<file path="src/sv/swbc_pkg.sv">
// ----------------------------------------------------------------------------
// swbc_pkg
// Shared types and constants of the set-associative write-back cache.
// ----------------------------------------------------------------------------
package swbc_pkg;

  typedef enum logic [1:0] {
    ACT_READ  = 2'd0,
    ACT_WRITE = 2'd1,
    ACT_FILL  = 2'd2,
    ACT_NONE  = 2'd3
  } action_e;

  typedef enum logic [1:0] {
    KIND_READ_DATA = 2'd0,
    KIND_FETCH     = 2'd1,
    KIND_WRITE_OK  = 2'd2,
    KIND_WRITEBACK = 2'd3
  } kind_e;

  localparam int unsigned SEED_W    = 11;
  localparam int unsigned SEED_STEP = 7;
  localparam int unsigned SEED_WRAP = 1543;
  localparam int unsigned VICT_ADD  = 422;

  // controller -> datapath
  typedef struct packed {
    logic capture;   // latch input item, start set read
    logic decide;    // registered set data valid: resolve and update
    logic emit_wb;   // present write-back result
    logic emit_main; // present final result
  } ctrl_t;

  // datapath -> controller
  typedef struct packed {
    logic need_wb;   // item causes a write-back
    logic no_result; // unknown action
    logic clearing;  // valid and dirty bits still being cleared after reset
  } stat_t;

endpackage

</file>
<file path="src/sv/swbc_ctrl.sv">
// ----------------------------------------------------------------------------
// swbc_ctrl
// Sequencer: accept, look up and resolve, then present up to two results.
// ----------------------------------------------------------------------------
module swbc_ctrl (
  input  logic            clk_i,
  input  logic            rst_ni,
  input  logic            in_valid_i,
  output logic            in_stall_o,
  output logic            out_valid_o,
  input  logic            out_stall_i,
  input  swbc_pkg::stat_t stat_i,
  output swbc_pkg::ctrl_t ctrl_o
);

  typedef enum logic [4:0] {
    ST_IDLE = 5'b00001,
    ST_LOOK = 5'b00010,
    ST_WB   = 5'b00100,
    ST_MAIN = 5'b01000,
    ST_GAP  = 5'b10000
  } state_e;

  state_e state_q, state_d;
  logic   out_take;

  assign out_take = !out_stall_i;

  always_comb begin
    state_d = state_q;
    ctrl_o  = '0;
    unique case (state_q)
      ST_IDLE: if (in_valid_i && !stat_i.clearing) begin
        ctrl_o.capture = 1'b1;
        state_d = ST_LOOK;
      end
      ST_LOOK: begin
        ctrl_o.decide = 1'b1;
        priority if (stat_i.no_result) state_d = ST_IDLE;
        else if (stat_i.need_wb)       state_d = ST_WB;
        else                           state_d = ST_MAIN;
      end
      ST_WB: begin
        ctrl_o.emit_wb = 1'b1;
        if (out_take) state_d = ST_MAIN;
      end
      ST_MAIN: begin
        ctrl_o.emit_main = 1'b1;
        if (out_take) state_d = ST_IDLE;
      end
      default: state_d = ST_IDLE;
    endcase
  end

  assign in_stall_o  = (state_q != ST_IDLE) || stat_i.clearing;
  assign out_valid_o = (state_q == ST_WB) || (state_q == ST_MAIN);

  always_ff @(posedge clk_i or negedge rst_ni) begin
    if (!rst_ni) state_q <= ST_IDLE;
    else         state_q <= state_d;
  end

endmodule

</file>
<file path="config.mk">
export PLATFORM = sky130hd
export DESIGN_NAME = swbc_ctrl
export DESIGN_NICKNAME = d
export VERILOG_FILES = /design/src/sv/swbc_pkg.sv /design/src/sv/swbc_ctrl.sv
export SDC_FILE = /design/constraint.sdc
export NUM_CORES = 1
export LEC_CHECK = 0
export ABC_CLOCK_PERIOD_IN_PS = 1900
export BUFFER_PORTS_ARGS = -buffer_cell sky130_fd_sc_hd__buf_2
export CAP_MARGIN = 20
export CORE_AREA = 2 2 39 41
export CTS_CLUSTER_SIZE = 30
export DETAILED_ROUTE_END_ITERATION = 8
export DIE_AREA = 0 0 41 43
export SLEW_MARGIN = 20
export SYNTH_ARGS = -nofsm -noshare
export SYNTH_HDL_FRONTEND = slang
export SYNTH_SLANG_ARGS = --single-unit
</file>
<file path="constraint.sdc">
create_clock -name clk_i -period 1.9 [get_ports clk_i]
set_clock_uncertainty 0.2 [all_clocks]
set_input_delay 0.285 -clock clk_i [delete_from_list [all_inputs] [get_ports clk_i]]
set_output_delay 0.285 -clock clk_i [all_outputs]
set_load 0.05 [all_outputs]
</file>
==> metrics, run 1 <==
status finished with violations; failing checks negative setup slack; CTS Buf Count 3; share of layout cells above drive strength 1 a little over three fifths; unrepaired setup endpoints after global routing true; largest buffer count on any clock path 2; switching part of the total 37.63%; DR pass1 iterations 5; Final Power about 530 uW; Worst-Skew Late Latency 240 ps; Rel. slew slack between 80% and 90%; die area between 1500 and 2000 um^2; Hold Crit Class in -> reg; drt wl/cell 10.30 um; vias in the first global route between 200 and 300; R2R Setup Slk around 290 ps; Pwr Density 1062 nW/um^2; Setup CP Type reg -> out; Placed Area between 300 and 400 um^2; commonest non-fill, non-tap cell in the layout buf_4; Syn Std Cell Area 247.7 um^2; Starting Density between 15 and 20%; fmax between 400 and 500 MHz; Post-synth top flop dfrtp_1; Vias 295; commonest non-fill, non-tap cells in the layout 10 x buf_4, 6 x buf_2, 4 x clkbuf_4, 3 x buf_6, 3 x dfrtp_1; initial antenna violation count 0; startpoint types register; Area growth syn-to-layout 101.5%; post-route insts no fill 67; first-pass GRT wire length approximately 1100 um; sequential power share 22.2%; max-cap viol count 0; GRT Util Overall under 10%; clock root buffer clkbuf_4; DR iter-0 viols 2; multi-input combinational cell area between 150 and 200 um^2; Util after Layout a little over a third; PnR worst setup slack -232.3 ps; Internal Power around 330 uW; fillers 132; post-route cell area 499.2 um^2; Die Y 43 um; total wire length between 600 and 700 um; Buffers on Ports 12; Leak Pwr about 0.00024 uW; Req. time, crit path 1410 ps; Largest regs state_q (4); Reg area 101.3 um^2; Post-synth EDFFs 0; crit path max fanout 3; combinational power share a little under three fifths; final worst path period need 2132 ps; total number of yosys warnings 0; maximum vdd drop 668.4 uV; Die Width 41 um; gp weighted congestion between 0.7 and 0.8; CTS sink cnt 4; GR Overflow Total 0; Post-Syn Instances 26; core area approximately 1400 um^2; detailed placement HPWL around 500 um; Ant. Diodes 0; Netlist cell types 19; crit path DAT approximately 1700 ps; max reg flops 4; Seq/Total Area, Yosys between 40% and 50%; Final ANT Viol Nets 0; fin crit share 112.2%; Mean Syn Cell Area ~9.5 um^2; Via density 4.403; largest net degree at the start of global routing 6; post-synthesis net count 33; Crit. End Element output port; I/O Pins 13; row cnt 14; Layout Nets 59; P_sw 199.4 uW; Inst Count DP 60; Hold Slack about 86 ps; TritonCTS clock tree done; Reg with most FFs state_q; Final Max Slew Viols 0; worst slew pin tran 218.7 ps; Clk pwr share around 23%; register bit total from synthesis 4; # DRC 0; number of setup violations in the final report 2; async set-or-reset flop fraction in the synthesized netlist 100.0%; H-Tree Depth 1; Worst-path clk slew roughly 40 ps; final hold vios 0
## power by group through the flow
stage | Clock [uW] | Sequential, uW | Combinational (uW)
floorplan | 0 | 135 | 142
global placement | 0 | 118 | 246
detailed placement | 0 | 119 | 248
CTS | 124 | 118 | 278
global route | 138 | 120 | 316
finish | 119 | 117 | 293
## per-layer routing
layer	vias to the layer above	share of wire (%)	track usage (%)	routed length, um
li1	147	-	-	-
met1	135	42	10.75	292
met2	11	50	14.06	343
met3	2	5.1	4.712	35
met4	0	2.8	8.000	19
met5	-	0	0	0
## final cells by class
type / count / area share, %
multi-input combinational: 20 / 37.59
timing repair buffer: 21 / 31.33
sequential: 4 / 20.30
clock buffer: 4 / 5.263
tap: 16 / 4.010
inverter: 2 / 1.504
## critical path, stage by stage, from the launching register on
cell	delay [ps]
dfstp_2	530
inv_2	40
or4_4	450
or2_4	250
buf_6	150
## per-stage QoR
stage / setup slack, ps / TNS [ps]
4_1_cts: -241.6 / -372.4
3_5_place_dp: -118.1 / -164.9
5_1_grt: -271.1 / -433.4
2_1_floorplan: -174.1 / -588.7
3_3_place_gp: -114.5 / -153.5
6_report: -232.3 / -349.5
## cell usage after synthesis, drive strengths merged (2+ instances only)
cell	instances	area (um^2)
a22o	2	17.52
dfrtp	3	75.07
inv	2	7.500
nand2b	2	12.51
nor2b	3	18.77
nor3	2	10.01
## worst paths after layout
path	startpoint	to	cells after the start
setup / recovery	state_q[0]	in_stall_o	4
hold / removal	stat_i[2]	state_q[2]	2
setup reg to reg	state_q[0]	state_q[0]	4
hold reg to reg	state_q[1]	state_q[1]	3
max in group asynchronous	rst_ni	state_q[0]	2
min in group asynchronous	rst_ni	state_q[2]	2
## what timing repair did
action,4_1_cts,5_1_grt
buffers inserted,1,1
resized for setup,6,7
hold buffers,1,0
endpoints found under the hold margin,4,0
setup endpoints to repair,4,5
pin swaps,1,2
## cells by family (layout without fill, tap and decap cells)
logic type             count (synthesis)  count (layout)  share of synthesized area, %
buffers and inverters                  2              27                         3.027
AOI/OAI and AO/OA                      7               7                         21.22
DFF                                    4               4                         40.91
and+or+nand+nor                       13              13                         34.85
Power figures use the tool's default switching activity.
==> run 2, diff against run 1 <==
- ABC_CLOCK_PERIOD_IN_PS: 1900 -> 2100
- SETUP_SLACK_MARGIN: unset -> 0.5
- clock period: 1.9 -> 2.1 ns (I/O delays scaled with it)
==> run 2 against run 1 <==
The run still ends with negative setup slack left. Final area up 22%. Sequential cell count unchanged. Via count up 7.1%. Sequential power down 9%. Highest routed layer unchanged.
==> metrics, run 2 (synthesis gave the netlist of run 1 again) <==
Final Power 578.7 uW (+9.2%); combinational power share 62.4% (+7.1 points); DR iter-0 viols 3 (+1); Final Max Slew Viols 0 (unchanged); die area 1763 um^2 (unchanged); commonest non-fill, non-tap cell in the layout buf_6; DR pass1 iterations 2 (-3); Clk pwr share 19.1% (-3.4 points); Inst Count DP 58 (-3.3%); GRT Util Overall 10.92% (+0.94 points); slowest CP cell dfstp_2; Die Width 41 um (unchanged); Ant. Diodes 0 (unchanged); row cnt 14 (unchanged); Crit. End Element output port; final hold vios 0 (unchanged); Pwr Density 951.8 nW/um^2 (-10%); P_sw 215.2 uW (+7.9%); H-Tree Depth 1 (unchanged); PnR worst setup slack -98.96 ps (+133.4 ps); switching part of the total 37.19% (-0.44 points); Worst-Skew Late Latency 240 ps (about the same); Starting Density 17.90% (unchanged); Hold Crit Class in -> reg; R2R Setup Slk 390 ps (+100 ps); Final ANT Viol Nets 0 (unchanged); max reg flops 4 (unchanged); Worst-path clk slew 40 ps (about the same); Rel. slew slack 84.60% (-0.76 points); core area 1384 um^2 (unchanged); Layout Nets 64 (+8.5%); CTS Buf Count 3 (unchanged); Internal Power 363.5 uW (+10%); sequential power share 18.6% (-3.6 points); status finished with violations; Largest regs state_q (4); CTS sink cnt 4 (unchanged); crit path max fanout 2 (-1); share of layout cells above drive strength 1 73.21% (+10 points); Leak Pwr 0.0002750 uW (+16%); GR Overflow Total 0 (unchanged); startpoint types register; post-route insts no fill 72 (+7.5%); Placed Area 404.1 um^2 (+1.3%); Reg area 101.3 um^2 (unchanged); Hold Path Origin stat_i[2]; WHS Path Cells 2 (unchanged); largest net degree at the start of global routing 6 (unchanged); Buffers on Ports 12 (unchanged); # DRC 0 (unchanged); largest buffer count on any clock path 2 (unchanged); drt wl/cell 11.19 um (+8.7%); r2r endpoint state_q[0]; Via density 4.389 (-0.32%); crit path cell chain inv_2 -> or4_4 -> or2_4 -> buf_6; final worst path period need about 2200 ps; maximum vdd drop 509.0 uV (-24%); CP max stage delay 530 ps (about the same); Critical R2R Launch state_q[0]; vias in the first global route 302 (+7.1%); Hold Slack 131.3 ps (+45.59 ps); WHS Endpoint state_q[2]; post-route cell area 608.1 um^2 (+22%); Critical Path Source state_q[0]; TritonCTS clock tree done; clock root buffer clkbuf_4; worst r2r path cells 5 (+1); first-pass GRT wire length 1235 um (+11%); fin crit share 104.7%; multi-input combinational cell area 220.2 um^2 (+17%); gp weighted congestion 0.6853 (-2.7%); Setup CP Type reg -> out; Vias 316 (+7.1%); max-cap viol count 0 (unchanged); Die Y 43 um (unchanged); I/O Pins 13 (unchanged); fillers 128 (-3.0%); worst slew pin tran 230.1 ps (+11.42 ps); unrepaired setup endpoints after global routing true; Req. time, crit path 1580 ps (+170 ps); total wire length 806 um (+17%); fmax approximately 450 MHz; failing checks negative setup slack; Area growth syn-to-layout 145.5%; number of setup violations in the final report 2 (unchanged); commonest non-fill, non-tap cells in the layout 10 x buf_6, 8 x buf_4, 6 x buf_2, 3 x clkbuf_4, 3 x dfrtp_1; initial antenna violation count 0 (unchanged); crit path DAT 1680 ps (+30 ps); Reg with most FFs state_q; detailed placement HPWL 474.9 um (-7.8%)
==> run 2: worst max-delay path by stage <==
stage | end | slack (ps)
final | in_stall_o | -100
after global routing | in_stall_o | -130
after CTS | in_stall_o | -90
after detailed placement | in_stall_o | 110
after global placement | in_stall_o | 110
after floorplan | in_stall_o | 160
==> run 2: worst max-delay path, delay by kind of cell, from the launching register on <==
kind          cells  cell delay (ps)
simple gates      2              720
buf+inv           2              190
flops             1              530
==> run 2: layer usage <==
layer / track usage (%) / wire (um) / vias up
li1: - / - / 159
met1: 12.17 / 299 / 145
met2: 16.56 / 448 / 10
met3: 3.141 / 36 / 2
met4: 8.000 / 21 / 0
met5: 0 / 0 / -
==> run 2: repair_timing <==
| action | in CTS | in global routing |
|---|---|---|
| setup endpoints to repair | 6 | 8 |
| buffers inserted | 5 | 4 |
| pin swaps | 2 | 6 |
| resized for setup | 20 | 4 |
| hold endpoints to repair | 4 | 0 |
| hold buffers | 1 | 0 |
==> run 2: cell type report <==
type,count,share of cell area [%]
multi-input combinational,20,36.21
tap,16,3.292
inverter,2,1.235
clock buffer,4,4.321
timing repair buffer,26,38.27
sequential,4,16.67
==> run 2: through the flow <==
stage / setup slack (ps) / utilization (%) / TNS, ps
floorplan: 164.3 / - / 0
global placement: 112.1 / 29.20 / 0
detailed placement: 107.6 / 29.20 / 0
CTS: -86.60 / 40.96 / -154.8
global route: -130.1 / 43.94 / -250.4
finish: -98.96 / 43.94 / -183.2
==> run 2: power groups by stage <==
stage | sequential [uW] | clock [uW] | combinational, uW
final | 107 | 110 | 361
after global routing | 109 | 118 | 379
after CTS | 107 | 113 | 322
after detailed placement | 108 | 0 | 209
after global placement | 107 | 0 | 211
after floorplan | 126 | 0 | 137
